### src/rtl/core/dtq_pkg.sv
// ============================================================================
// dtq_pkg
// Shared types and constants for the deadline timer queue core.
// ============================================================================
package dtq_pkg;

    localparam int OS_DEPTH  = 16;
    localparam int PD_DEPTH  = 16;
    localparam int MAX_DEPTH = (OS_DEPTH > PD_DEPTH) ? OS_DEPTH : PD_DEPTH;
    localparam int OS_AW     = $clog2(OS_DEPTH);
    localparam int PD_AW     = $clog2(PD_DEPTH);
    localparam int OS_CW     = $clog2(OS_DEPTH + 1);
    localparam int PD_CW     = $clog2(PD_DEPTH + 1);
    localparam int CNT_W     = $clog2(MAX_DEPTH + 1);

    localparam logic [1:0] MODE_TICK     = 2'd0;
    localparam logic [1:0] MODE_ONESHOT  = 2'd1;
    localparam logic [1:0] MODE_PERIODIC = 2'd2;
    localparam logic [1:0] MODE_REMOVE   = 2'd3;

    localparam logic [1:0] KIND_ONESHOT  = 2'd0;
    localparam logic [1:0] KIND_PERIODIC = 2'd1;
    localparam logic [1:0] KIND_REPLY    = 2'd2;

    localparam logic [1:0] STAT_OK       = 2'd0;
    localparam logic [1:0] STAT_FULL     = 2'd1;
    localparam logic [1:0] STAT_NOTFOUND = 2'd2;

    typedef struct packed {
        logic [31:0] deadline;
        logic        sep;
        logic [15:0] tag;
    } os_entry_t;

    typedef struct packed {
        logic [31:0] deadline;
        logic [31:0] period;
        logic        sep;
        logic [15:0] tag;
        logic [15:0] id;
    } pd_entry_t;

endpackage

### src/rtl/core/deadline_timer_queue_core.sv
// ============================================================================
// deadline_timer_queue_core
// Timer queue holding sorted one-shot timers and periodic timers in two
// single-port-read, single-port-write memories.
// ============================================================================
// A request is taken only while the sequencer is idle, and s_ready stays low
// until its work is done. Each stored entry that a request visits is first
// read from the memory, and the registered read data is then acted on. An add
// one-shot walks and shifts the stored one-shots, an add periodic shifts the
// stored periodic timers, a remove searches and shifts them, and a tick walks
// both stores; each also stays busy while it waits on m_ready. A request that
// finds its store full goes straight to its reply. The single read port of
// each memory makes a request visit its entries one at a time. Results of a
// tick pass through a pending stage and the output register, and the last
// one carries m_last.
module deadline_timer_queue_core (
    input  logic        aclk,
    input  logic        aresetn,
    input  logic        s_valid,
    output logic        s_ready,
    input  logic [1:0]  s_mode,
    input  logic [31:0] s_time_now,
    input  logic [31:0] s_delay,
    input  logic [15:0] s_handler_tag,
    input  logic        s_separate,
    input  logic [15:0] s_remove_id,
    output logic        m_valid,
    input  logic        m_ready,
    output logic [1:0]  m_kind,
    output logic [15:0] m_fired_tag,
    output logic        m_fired_separate,
    output logic [15:0] m_timer_id,
    output logic [1:0]  m_status,
    output logic        m_last
);

    localparam logic [4:0] ST_IDLE  = 5'd0;
    localparam logic [4:0] ST_T_ORD = 5'd1;
    localparam logic [4:0] ST_T_OEV = 5'd2;
    localparam logic [4:0] ST_T_CRD = 5'd3;
    localparam logic [4:0] ST_T_CWR = 5'd4;
    localparam logic [4:0] ST_T_PRD = 5'd5;
    localparam logic [4:0] ST_T_PEV = 5'd6;
    localparam logic [4:0] ST_FLUSH = 5'd7;
    localparam logic [4:0] ST_A_RD  = 5'd8;
    localparam logic [4:0] ST_A_EV  = 5'd9;
    localparam logic [4:0] ST_A_SH  = 5'd10;
    localparam logic [4:0] ST_A_SW  = 5'd11;
    localparam logic [4:0] ST_P_SH  = 5'd12;
    localparam logic [4:0] ST_P_SW  = 5'd13;
    localparam logic [4:0] ST_R_RD  = 5'd14;
    localparam logic [4:0] ST_R_EV  = 5'd15;
    localparam logic [4:0] ST_R_SH  = 5'd16;
    localparam logic [4:0] ST_R_SW  = 5'd17;
    localparam logic [4:0] ST_REPLY = 5'd18;

    dtq_pkg::os_entry_t os_mem [dtq_pkg::OS_DEPTH];
    dtq_pkg::pd_entry_t pd_mem [dtq_pkg::PD_DEPTH];

    dtq_pkg::os_entry_t os_rdata_reg, os_wdata;
    dtq_pkg::pd_entry_t pd_rdata_reg, pd_wdata;
    logic os_re, os_we, pd_re, pd_we;
    logic [dtq_pkg::OS_AW-1:0] os_raddr, os_waddr;
    logic [dtq_pkg::PD_AW-1:0] pd_raddr, pd_waddr;

    logic [4:0]  state_reg, state_next;
    logic [31:0] now_reg, now_next;
    logic [31:0] delay_reg, delay_next;
    logic [31:0] add_dl_reg, add_dl_next;
    logic [15:0] tag_reg, tag_next;
    logic        sep_reg, sep_next;
    logic [15:0] rid_reg, rid_next;
    logic [dtq_pkg::CNT_W-1:0] idx_reg, idx_next;
    logic [dtq_pkg::CNT_W-1:0] ptr_reg, ptr_next;
    logic [dtq_pkg::OS_CW-1:0] ocnt_reg, ocnt_next;
    logic [dtq_pkg::PD_CW-1:0] pcnt_reg, pcnt_next;
    logic [15:0] next_id_reg, next_id_next;
    logic [15:0] spare_id_reg, spare_id_next;
    logic [15:0] reply_id_reg, reply_id_next;
    logic [1:0]  reply_status_reg, reply_status_next;

    logic        pend_valid_reg, pend_valid_next;
    logic [1:0]  pend_kind_reg, pend_kind_next;
    logic [15:0] pend_tag_reg, pend_tag_next;
    logic        pend_sep_reg, pend_sep_next;
    logic [15:0] pend_id_reg, pend_id_next;

    logic        m_valid_reg, m_valid_next;
    logic [1:0]  m_kind_reg, m_kind_next;
    logic [15:0] m_tag_reg, m_tag_next;
    logic        m_sep_reg, m_sep_next;
    logic [15:0] m_id_reg, m_id_next;
    logic [1:0]  m_status_reg, m_status_next;
    logic        m_last_reg, m_last_next;

    logic        can_push, emit_ok, emit_req, flush_req, reply_req;
    logic [1:0]  emit_kind;
    logic [15:0] emit_tag, emit_id, new_id, inc_id;
    logic        emit_sep;

    assign s_ready          = (state_reg == ST_IDLE);
    assign m_valid          = m_valid_reg;
    assign m_kind           = m_kind_reg;
    assign m_fired_tag      = m_tag_reg;
    assign m_fired_separate = m_sep_reg;
    assign m_timer_id       = m_id_reg;
    assign m_status         = m_status_reg;
    assign m_last           = m_last_reg;

    assign can_push = !m_valid_reg || m_ready;
    assign emit_ok  = !pend_valid_reg || can_push;
    assign inc_id   = (next_id_reg == 16'hFFFF) ? 16'd1 : next_id_reg + 16'd1;
    assign new_id   = (spare_id_reg != 16'd0) ? spare_id_reg : inc_id;

    always_ff @(posedge aclk) begin
        if (os_we) begin
            os_mem[os_waddr] <= os_wdata;
        end
        if (os_re) begin
            os_rdata_reg <= os_mem[os_raddr];
        end
    end

    always_ff @(posedge aclk) begin
        if (pd_we) begin
            pd_mem[pd_waddr] <= pd_wdata;
        end
        if (pd_re) begin
            pd_rdata_reg <= pd_mem[pd_raddr];
        end
    end

    always_comb begin
        state_next        = state_reg;
        now_next          = now_reg;
        delay_next        = delay_reg;
        add_dl_next       = add_dl_reg;
        tag_next          = tag_reg;
        sep_next          = sep_reg;
        rid_next          = rid_reg;
        idx_next          = idx_reg;
        ptr_next          = ptr_reg;
        ocnt_next         = ocnt_reg;
        pcnt_next         = pcnt_reg;
        next_id_next      = next_id_reg;
        spare_id_next     = spare_id_reg;
        reply_id_next     = reply_id_reg;
        reply_status_next = reply_status_reg;
        pend_valid_next   = pend_valid_reg;
        pend_kind_next    = pend_kind_reg;
        pend_tag_next     = pend_tag_reg;
        pend_sep_next     = pend_sep_reg;
        pend_id_next      = pend_id_reg;
        m_valid_next      = m_valid_reg;
        m_kind_next       = m_kind_reg;
        m_tag_next        = m_tag_reg;
        m_sep_next        = m_sep_reg;
        m_id_next         = m_id_reg;
        m_status_next     = m_status_reg;
        m_last_next       = m_last_reg;
        os_re    = 1'b0;
        os_we    = 1'b0;
        os_raddr = '0;
        os_waddr = '0;
        os_wdata = os_rdata_reg;
        pd_re    = 1'b0;
        pd_we    = 1'b0;
        pd_raddr = '0;
        pd_waddr = '0;
        pd_wdata = pd_rdata_reg;
        emit_req  = 1'b0;
        emit_kind = dtq_pkg::KIND_ONESHOT;
        emit_tag  = os_rdata_reg.tag;
        emit_sep  = os_rdata_reg.sep;
        emit_id   = 16'd0;
        flush_req = 1'b0;
        reply_req = 1'b0;

        unique case (state_reg)
            ST_IDLE: begin
                if (s_valid) begin
                    now_next          = s_time_now;
                    delay_next        = s_delay;
                    add_dl_next       = s_time_now + s_delay;
                    tag_next          = s_handler_tag;
                    sep_next          = s_separate;
                    rid_next          = s_remove_id;
                    idx_next          = '0;
                    reply_id_next     = 16'd0;
                    reply_status_next = dtq_pkg::STAT_OK;
                    unique case (s_mode)
                        dtq_pkg::MODE_TICK: begin
                            state_next = ST_T_ORD;
                        end
                        dtq_pkg::MODE_ONESHOT: begin
                            if (ocnt_reg == dtq_pkg::OS_CW'(dtq_pkg::OS_DEPTH)) begin
                                reply_status_next = dtq_pkg::STAT_FULL;
                                state_next        = ST_REPLY;
                            end else begin
                                state_next = ST_A_RD;
                            end
                        end
                        dtq_pkg::MODE_PERIODIC: begin
                            if (pcnt_reg == dtq_pkg::PD_CW'(dtq_pkg::PD_DEPTH)) begin
                                reply_status_next = dtq_pkg::STAT_FULL;
                                state_next        = ST_REPLY;
                            end else begin
                                if (spare_id_reg == 16'd0) begin
                                    next_id_next = inc_id;
                                end
                                spare_id_next = 16'd0;
                                reply_id_next = new_id;
                                ptr_next      = dtq_pkg::CNT_W'(pcnt_reg);
                                state_next    = ST_P_SH;
                            end
                        end
                        default: begin
                            reply_id_next = s_remove_id;
                            state_next    = ST_R_RD;
                        end
                    endcase
                end
            end
            ST_T_ORD: begin
                if (idx_reg == dtq_pkg::CNT_W'(ocnt_reg)) begin
                    ptr_next   = idx_reg;
                    state_next = ST_T_CRD;
                end else begin
                    os_re      = 1'b1;
                    os_raddr   = idx_reg[dtq_pkg::OS_AW-1:0];
                    state_next = ST_T_OEV;
                end
            end
            ST_T_OEV: begin
                if (now_reg >= os_rdata_reg.deadline) begin
                    emit_req = 1'b1;
                    if (emit_ok) begin
                        idx_next   = idx_reg + 1'b1;
                        state_next = ST_T_ORD;
                    end
                end else begin
                    ptr_next   = idx_reg;
                    state_next = ST_T_CRD;
                end
            end
            ST_T_CRD: begin
                if (ptr_reg == dtq_pkg::CNT_W'(ocnt_reg) || idx_reg == '0) begin
                    ocnt_next  = ocnt_reg - dtq_pkg::OS_CW'(idx_reg);
                    idx_next   = '0;
                    state_next = ST_T_PRD;
                end else begin
                    os_re      = 1'b1;
                    os_raddr   = ptr_reg[dtq_pkg::OS_AW-1:0];
                    state_next = ST_T_CWR;
                end
            end
            ST_T_CWR: begin
                os_we      = 1'b1;
                os_waddr   = dtq_pkg::OS_AW'(ptr_reg - idx_reg);
                ptr_next   = ptr_reg + 1'b1;
                state_next = ST_T_CRD;
            end
            ST_T_PRD: begin
                if (idx_reg == dtq_pkg::CNT_W'(pcnt_reg)) begin
                    state_next = ST_FLUSH;
                end else begin
                    pd_re      = 1'b1;
                    pd_raddr   = idx_reg[dtq_pkg::PD_AW-1:0];
                    state_next = ST_T_PEV;
                end
            end
            ST_T_PEV: begin
                emit_kind = dtq_pkg::KIND_PERIODIC;
                emit_tag  = pd_rdata_reg.tag;
                emit_sep  = pd_rdata_reg.sep;
                emit_id   = pd_rdata_reg.id;
                if (now_reg >= pd_rdata_reg.deadline) begin
                    emit_req = 1'b1;
                    if (emit_ok) begin
                        pd_we             = 1'b1;
                        pd_waddr          = idx_reg[dtq_pkg::PD_AW-1:0];
                        pd_wdata.deadline = now_reg + pd_rdata_reg.period;
                        idx_next          = idx_reg + 1'b1;
                        state_next        = ST_T_PRD;
                    end
                end else begin
                    idx_next   = idx_reg + 1'b1;
                    state_next = ST_T_PRD;
                end
            end
            ST_FLUSH: begin
                if (!pend_valid_reg) begin
                    state_next = ST_IDLE;
                end else if (can_push) begin
                    flush_req  = 1'b1;
                    state_next = ST_IDLE;
                end
            end
            ST_A_RD: begin
                if (idx_reg == dtq_pkg::CNT_W'(ocnt_reg)) begin
                    ptr_next   = dtq_pkg::CNT_W'(ocnt_reg);
                    state_next = ST_A_SH;
                end else begin
                    os_re      = 1'b1;
                    os_raddr   = idx_reg[dtq_pkg::OS_AW-1:0];
                    state_next = ST_A_EV;
                end
            end
            ST_A_EV: begin
                if (os_rdata_reg.deadline <= add_dl_reg) begin
                    idx_next   = idx_reg + 1'b1;
                    state_next = ST_A_RD;
                end else begin
                    ptr_next   = dtq_pkg::CNT_W'(ocnt_reg);
                    state_next = ST_A_SH;
                end
            end
            ST_A_SH: begin
                if (ptr_reg == idx_reg) begin
                    os_we             = 1'b1;
                    os_waddr          = idx_reg[dtq_pkg::OS_AW-1:0];
                    os_wdata.deadline = add_dl_reg;
                    os_wdata.sep      = sep_reg;
                    os_wdata.tag      = tag_reg;
                    ocnt_next         = ocnt_reg + 1'b1;
                    state_next        = ST_REPLY;
                end else begin
                    os_re      = 1'b1;
                    os_raddr   = dtq_pkg::OS_AW'(ptr_reg - 1'b1);
                    state_next = ST_A_SW;
                end
            end
            ST_A_SW: begin
                os_we      = 1'b1;
                os_waddr   = ptr_reg[dtq_pkg::OS_AW-1:0];
                ptr_next   = ptr_reg - 1'b1;
                state_next = ST_A_SH;
            end
            ST_P_SH: begin
                if (ptr_reg == '0) begin
                    pd_we             = 1'b1;
                    pd_waddr          = '0;
                    pd_wdata.deadline = add_dl_reg;
                    pd_wdata.period   = delay_reg;
                    pd_wdata.sep      = sep_reg;
                    pd_wdata.tag      = tag_reg;
                    pd_wdata.id       = reply_id_reg;
                    pcnt_next         = pcnt_reg + 1'b1;
                    state_next        = ST_REPLY;
                end else begin
                    pd_re      = 1'b1;
                    pd_raddr   = dtq_pkg::PD_AW'(ptr_reg - 1'b1);
                    state_next = ST_P_SW;
                end
            end
            ST_P_SW: begin
                pd_we      = 1'b1;
                pd_waddr   = ptr_reg[dtq_pkg::PD_AW-1:0];
                ptr_next   = ptr_reg - 1'b1;
                state_next = ST_P_SH;
            end
            ST_R_RD: begin
                if (idx_reg == dtq_pkg::CNT_W'(pcnt_reg)) begin
                    reply_status_next = dtq_pkg::STAT_NOTFOUND;
                    state_next        = ST_REPLY;
                end else begin
                    pd_re      = 1'b1;
                    pd_raddr   = idx_reg[dtq_pkg::PD_AW-1:0];
                    state_next = ST_R_EV;
                end
            end
            ST_R_EV: begin
                if (pd_rdata_reg.id == rid_reg) begin
                    ptr_next   = idx_reg;
                    state_next = ST_R_SH;
                end else begin
                    idx_next   = idx_reg + 1'b1;
                    state_next = ST_R_RD;
                end
            end
            ST_R_SH: begin
                if (ptr_reg + 1'b1 == dtq_pkg::CNT_W'(pcnt_reg)) begin
                    pcnt_next = pcnt_reg - 1'b1;
                    if (spare_id_reg == 16'd0) begin
                        spare_id_next = rid_reg;
                    end
                    state_next = ST_REPLY;
                end else begin
                    pd_re      = 1'b1;
                    pd_raddr   = dtq_pkg::PD_AW'(ptr_reg + 1'b1);
                    state_next = ST_R_SW;
                end
            end
            ST_R_SW: begin
                pd_we      = 1'b1;
                pd_waddr   = ptr_reg[dtq_pkg::PD_AW-1:0];
                ptr_next   = ptr_reg + 1'b1;
                state_next = ST_R_SH;
            end
            ST_REPLY: begin
                reply_req = 1'b1;
                if (can_push) begin
                    state_next = ST_IDLE;
                end
            end
            default: begin
                state_next = ST_IDLE;
            end
        endcase

        if (m_valid_reg && m_ready) begin
            m_valid_next = 1'b0;
        end
        if (reply_req && can_push) begin
            m_valid_next  = 1'b1;
            m_kind_next   = dtq_pkg::KIND_REPLY;
            m_tag_next    = 16'd0;
            m_sep_next    = 1'b0;
            m_id_next     = reply_id_reg;
            m_status_next = reply_status_reg;
            m_last_next   = 1'b1;
        end
        if (flush_req || (emit_req && emit_ok && pend_valid_reg)) begin
            m_valid_next    = 1'b1;
            m_kind_next     = pend_kind_reg;
            m_tag_next      = pend_tag_reg;
            m_sep_next      = pend_sep_reg;
            m_id_next       = pend_id_reg;
            m_status_next   = dtq_pkg::STAT_OK;
            m_last_next     = flush_req;
            pend_valid_next = 1'b0;
        end
        if (emit_req && emit_ok) begin
            pend_valid_next = 1'b1;
            pend_kind_next  = emit_kind;
            pend_tag_next   = emit_tag;
            pend_sep_next   = emit_sep;
            pend_id_next    = emit_id;
        end
    end

    always_ff @(posedge aclk) begin
        if (!aresetn) begin
            state_reg      <= ST_IDLE;
            ocnt_reg       <= '0;
            pcnt_reg       <= '0;
            next_id_reg    <= 16'd0;
            spare_id_reg   <= 16'd0;
            pend_valid_reg <= 1'b0;
            m_valid_reg    <= 1'b0;
        end else begin
            state_reg      <= state_next;
            ocnt_reg       <= ocnt_next;
            pcnt_reg       <= pcnt_next;
            next_id_reg    <= next_id_next;
            spare_id_reg   <= spare_id_next;
            pend_valid_reg <= pend_valid_next;
            m_valid_reg    <= m_valid_next;
        end
    end

    always_ff @(posedge aclk) begin
        now_reg          <= now_next;
        delay_reg        <= delay_next;
        add_dl_reg       <= add_dl_next;
        tag_reg          <= tag_next;
        sep_reg          <= sep_next;
        rid_reg          <= rid_next;
        idx_reg          <= idx_next;
        ptr_reg          <= ptr_next;
        reply_id_reg     <= reply_id_next;
        reply_status_reg <= reply_status_next;
        pend_kind_reg    <= pend_kind_next;
        pend_tag_reg     <= pend_tag_next;
        pend_sep_reg     <= pend_sep_next;
        pend_id_reg      <= pend_id_next;
        m_kind_reg       <= m_kind_next;
        m_tag_reg        <= m_tag_next;
        m_sep_reg        <= m_sep_next;
        m_id_reg         <= m_id_next;
        m_status_reg     <= m_status_next;
        m_last_reg       <= m_last_next;
    end

    a_ocnt_range: assert property (@(posedge aclk) disable iff (!aresetn)
        ocnt_reg <= dtq_pkg::OS_CW'(dtq_pkg::OS_DEPTH))
        else $error("One-shot count exceeds the store depth.");

    a_pcnt_range: assert property (@(posedge aclk) disable iff (!aresetn)
        pcnt_reg <= dtq_pkg::PD_CW'(dtq_pkg::PD_DEPTH))
        else $error("Periodic count exceeds the store depth.");

    a_idle_no_pend: assert property (@(posedge aclk) disable iff (!aresetn)
        (state_reg == ST_IDLE) |-> !pend_valid_reg)
        else $error("A fired result is still pending while idle.");

    a_os_no_collide: assert property (@(posedge aclk) disable iff (!aresetn)
        (os_we && os_re) |-> (os_waddr != os_raddr))
        else $error("One-shot memory read and write hit the same entry.");

endmodule

### config.mk
export PLATFORM = sky130hd
export DESIGN_NAME = deadline_timer_queue_core
export DESIGN_NICKNAME = d
export VERILOG_FILES = /design/src/rtl/core/dtq_pkg.sv /design/src/rtl/core/deadline_timer_queue_core.sv
export SDC_FILE = /design/constraint.sdc
export NUM_CORES = 2
export LEC_CHECK = 0
export BUFFER_PORTS_ARGS = -buffer_cell sky130_fd_sc_hd__buf_2
export CORE_ASPECT_RATIO = 0.8
export CORE_UTILIZATION = 35
export CTS_BUF_LIST = sky130_fd_sc_hd__clkbuf_16
export CTS_CLUSTER_SIZE = 14
export DETAILED_ROUTE_END_ITERATION = 8
export GPL_ROUTABILITY_DRIVEN = 0
export PLACE_DENSITY = 0.52
export SYNTH_ARGS = -nofsm -noshare
export SYNTH_HDL_FRONTEND = slang
export SYNTH_SLANG_ARGS = --single-unit
### constraint.sdc
create_clock -name aclk -period 16.9 [get_ports aclk]
set_input_delay 0 -clock aclk [delete_from_list [all_inputs] [get_ports aclk]]
set_output_delay 0 -clock aclk [all_outputs]
set_load 0.01 [all_outputs]
==> impl_metrics.prom <==
# TYPE chip_impl_metric gauge
chip_impl_info{name="outcome",value="finished, final reports clean"} 1
chip_impl_metric{name="detail_route.wirelength",unit="um"} 322000
chip_impl_metric{name="synth.net_count",unit=""} 7216
chip_impl_metric{name="drc_errors",unit=""} 0
chip_impl_metric{name="io_buffers",unit=""} 142
chip_impl_metric{name="synthCells",unit=""} 6928
chip_impl_info{name="cts_tree",value="done"} 1
chip_impl_metric{name="vdd_ir_drop_max",unit="V"} 0.0000900
chip_impl_metric{name="drt.antenna.violating_nets",unit=""} 0
chip_impl_metric{name="synth_cell_types",unit=""} 80
chip_impl_metric{name="fin_hold_ws",unit="ns"} 0.0283
chip_impl_metric{name="power_frac_seq",unit="%"} 46.9
chip_impl_metric{name="yosysWarnings",unit=""} 0
chip_impl_metric{name="clock_skew",unit="ns"} 0.0567
chip_impl_metric{name="synth-edff-count",unit=""} 2709
chip_impl_metric{name="floorplan.initialDensity",unit="%"} 35.2
chip_impl_metric{name="critical_path_arrival",unit="ns"} 7.72
chip_impl_metric{name="switch_share",unit="%"} 29.7
chip_impl_metric{name="min_period",unit="ns"} 7.14
chip_impl_metric{name="setup-violations-final",unit=""} 0
chip_impl_metric{name="detailedRoute.firstIterationViolations",unit=""} 6900
chip_impl_metric{name="cell_internal_pwr",unit="mW"} 13.1
chip_impl_metric{name="initial_antenna_violation_count",unit=""} 17
chip_impl_info{name="synth_top_cells_by_count",value="edfxtp_1, nand2_1, mux4_2"} 1
chip_impl_metric{name="tritoncts_num_sinks",unit=""} 2760
chip_impl_metric{name="grt_first_pass_wirelength",unit="um"} 463000
chip_impl_metric{name="min_path_cells",unit=""} 2
chip_impl_metric{name="hpwlAfterDp",unit="um"} 184000
chip_impl_info{name="synth_top_flop_cell",value="edfxtp_1"} 1
chip_impl_metric{name="track_usage",unit="%"} 19.5
chip_impl_metric{name="power_frac_clock",unit="%"} 32.5
chip_impl_metric{name="pins_over_their_slew_limit",unit=""} 0
chip_impl_metric{name="ys_seq_area_share",unit="%"} 72.9
chip_impl_metric{name="grt_remaining_overflow",unit=""} 0
chip_impl_metric{name="insertion_delay",unit="ns"} 0.88
chip_impl_metric{name="routed_wire_length_per_instance",unit="um"} 27.4
chip_impl_metric{name="cp.required",unit="ns"} 17.48
chip_impl_info{name="reg2reg_from",value="ptr_reg[0]"} 1
chip_impl_metric{name="power_per_cell_area",unit="nW/um2"} 144
chip_impl_metric{name="die_boundary_width",unit="um"} 637
chip_impl_metric{name="slew_headroom",unit="%"} 9.57
chip_impl_metric{name="h-tree-depth",unit=""} 5
chip_impl_metric{name="ff2ff_setup_slack",unit="ns"} 9.76
chip_impl_metric{name="largest_reg_flops",unit=""} 1552
chip_impl_metric{name="drv_cap",unit=""} 0
chip_impl_metric{name="syn_avg_cell_area",unit="um2"} 16.3
chip_impl_metric{name="pin_count",unit=""} 143
chip_impl_metric{name="dieArea",unit="um2"} 325000
chip_impl_metric{name="share_comb_of_total_power",unit="%"} 20.6
chip_impl_metric{name="cts_inserted_buffers",unit=""} 289
chip_impl_info{name="grt_setup_unrepaired",value="false"} 1
chip_impl_info{name="post_synth_main_area_contributors",value="edfxtp_1, mux4_2, nand2_1, ha_1, a22oi_1"} 1
chip_impl_metric{name="grt_start_max_net_pins",unit=""} 179
chip_impl_metric{name="clk_transition_reported_paths",unit="ns"} 0.07
chip_impl_metric{name="period_share",unit="%"} 42.2
chip_impl_info{name="timing.critical_path.from_type",value="register"} 1
chip_impl_metric{name="worst-path-max-fanout",unit=""} 96
chip_impl_info{name="worstHoldStart",value="s_time_now[19]"} 1
chip_impl_metric{name="max_freq",unit="GHz"} 0.140
chip_impl_metric{name="post_drt_via_cell_ratio",unit=""} 5.46
chip_impl_metric{name="synth-seq-cells",unit=""} 2760
chip_impl_info{name="critical_path.reg2reg.endpoint",value="pd_rdata_reg[75]"} 1
chip_impl_metric{name="reg2regPathDepth",unit=""} 13
chip_impl_metric{name="global_route.usage.met3",unit="%"} 2.28
chip_impl_metric{name="synth.cell_area",unit="um2"} 113000
chip_impl_info{name="min_path_type",value="in -> reg"} 1
chip_impl_metric{name="dr_total_vias",unit=""} 64300
chip_impl_metric{name="first_global_vias",unit=""} 63600
chip_impl_metric{name="groute.layer.met1.usage",unit="%"} 27.5
chip_impl_metric{name="use_met2",unit="%"} 32.1
chip_impl_metric{name="setup_total_negative_slack",unit="ns"} 0
chip_impl_info{name="hold_path_end",value="now_reg[19]"} 1
chip_impl_metric{name="timing_worst_slew_pin_value",unit="ns"} 1.36
chip_impl_info{name="cts_root_buf",value="clkbuf_16"} 1
chip_impl_metric{name="fillers",unit=""} 28900
chip_impl_metric{name="nets",unit=""} 7612
chip_impl_info{name="cp-end-kind",value="register"} 1
chip_impl_metric{name="chipHeight",unit="um"} 510
chip_impl_metric{name="synth.top_cell.area_share",unit="%"} 72.0
chip_impl_info{name="synth.largest_area_cell",value="edfxtp_1"} 1
chip_impl_info{name="top_usage_layer",value="met2"} 1
chip_impl_metric{name="power.static_leakage",unit="nW"} 43.3
chip_impl_metric{name="hold_violations",unit=""} 0
chip_impl_metric{name="buffers_from_clock_root_to_sink_at_most",unit=""} 4
chip_impl_metric{name="async_reset_ff_share",unit="%"} 0
chip_impl_metric{name="fraction_of_layout_cells_with_a_size_suffix_above_1",unit="%"} 15.5
chip_impl_metric{name="layout-area-overhead-vs-synth",unit="%"} 14.7
chip_impl_info{name="timing_worst_setup_path_type",value="reg -> reg"} 1
chip_impl_info{name="cell_with_the_most_instances_after_synthesis",value="edfxtp_1"} 1
chip_impl_metric{name="fp-row-count",unit=""} 186
chip_impl_metric{name="core_region_area",unit="um2"} 321000
chip_impl_metric{name="total_switching_power",unit="mW"} 5.55
chip_impl_metric{name="drt-pass1-iter-count",unit=""} 8
-- per-stage QoR --
stage / util [%] / std cells / setup WS (ns) / power (mW) / area (um2)
final: 40.4 / 11800 / 9.76 / 18.7 / 130000
after global routing: 40.4 / 11800 / 9.15 / 19.4 / 130000
after CTS: 40.4 / 11800 / 9.68 / 18.8 / 130000
after detailed placement: 37.0 / 11100 / 9.73 / 12.7 / 119000
after global placement: 37.0 / 11100 / 9.74 / 12.6 / 119000
after floorplan: - / 6928 / 3.95 / 11.2 / 113000
-- repair_timing --
item | in CTS | in global routing
hold buffers | 180 | 1
setup buffers | 0 | 0
gates resized for setup | 0 | 0
hold endpoints to repair | 233 | 1
-- cell families (layout without fill, tap and decap cells) --
logic type      count (synthesis)  in the layout  synth area share, %
other cells                     0              2                    0
compound gates               1133           1133                 6.94
buf+inv                       530           1135                 2.06
mux                           426            426                 8.09
xor+xnor                      124            124                0.988
fa+ha+maj                     185            185                 2.08
flops                        2760           2760                 72.9
simple gates                 1770           1770                 6.91
-- cell type report --
type	instances	area, um2	share of cell area [%]
Tap cell	4230	5290	4.08
Multi-Input combinational cell	3638	28600	22.1
Sequential cell	2760	82400	63.6
Timing Repair Buffer	492	3920	3.02
Inverter	143	544	0.420
Antenna cell	2	5.00	0.00386
Clock inverter	201	1390	1.07
Clock buffer	299	7480	5.77
-- worst max-delay path, cell delays in order (launching register included) --
cell      delay (ns)
edfxtp_1        0.81
inv_1           0.21
ha_1            0.47
xor2_1          0.20
nor3_2          0.22
nand3_1         0.19
a222oi_1        0.54
buf_4           0.73
buf_4           0.74
buf_12          0.67
buf_4           0.78
mux4_2          0.59
a22oi_1         0.35
nand2_1         0.11
-- worst max path at each step --
| stage | startpoint | to | depth (start not counted) |
|---|---|---|---|
| after global routing | ptr_reg[0] | pd_rdata_reg[75] | 12 |
| after detailed placement | ptr_reg[0] | pd_rdata_reg[75] | 13 |
| after global placement | ptr_reg[0] | pd_rdata_reg[75] | 13 |
| after floorplan | now_reg[10] | pd_mem[4][0] | 9 |
| after CTS | ptr_reg[0] | pd_rdata_reg[75] | 13 |
| final | ptr_reg[0] | pd_rdata_reg[75] | 13 |
-- power groups by stage --
stage	logic [mW]	registers [mW]	clock network, mW
floorplan	2.53	8.72	0
global placement	3.74	8.89	0
detailed placement	3.80	8.89	0
CTS	3.86	8.76	6.20
global route	4.22	8.77	6.44
finish	3.85	8.75	6.07
-- cell usage in the layout, fill, tap and decap left out, types with 70 or more instances in the layout --
| cell type | n |
|---|---|
| mux4_2 | 386 |
| a22oi_1 | 231 |
| nor2_1 | 128 |
| nand2_1 | 1093 |
| buf_2 | 142 |
| o21ai_0 | 126 |
| and3_1 | 76 |
| and2_1 | 123 |
| a211oi_1 | 117 |
| a21oi_1 | 234 |
| clkbuf_16 | 299 |
| inv_1 | 207 |
| edfxtp_1 | 2709 |
| buf_4 | 159 |
| xnor2_1 | 70 |
| a311oi_1 | 147 |
| ha_1 | 180 |
| dlygate4sd3_1 | 181 |
| nand3_1 | 140 |
-- routing by layer --
layer,vias up,wire length [um]
met4,6,8590
met1,33500,141000
met3,448,18600
li1,28000,-
met2,2330,154000
met5,-,41
No activity file was read; power rests on OpenSTA's default activity.
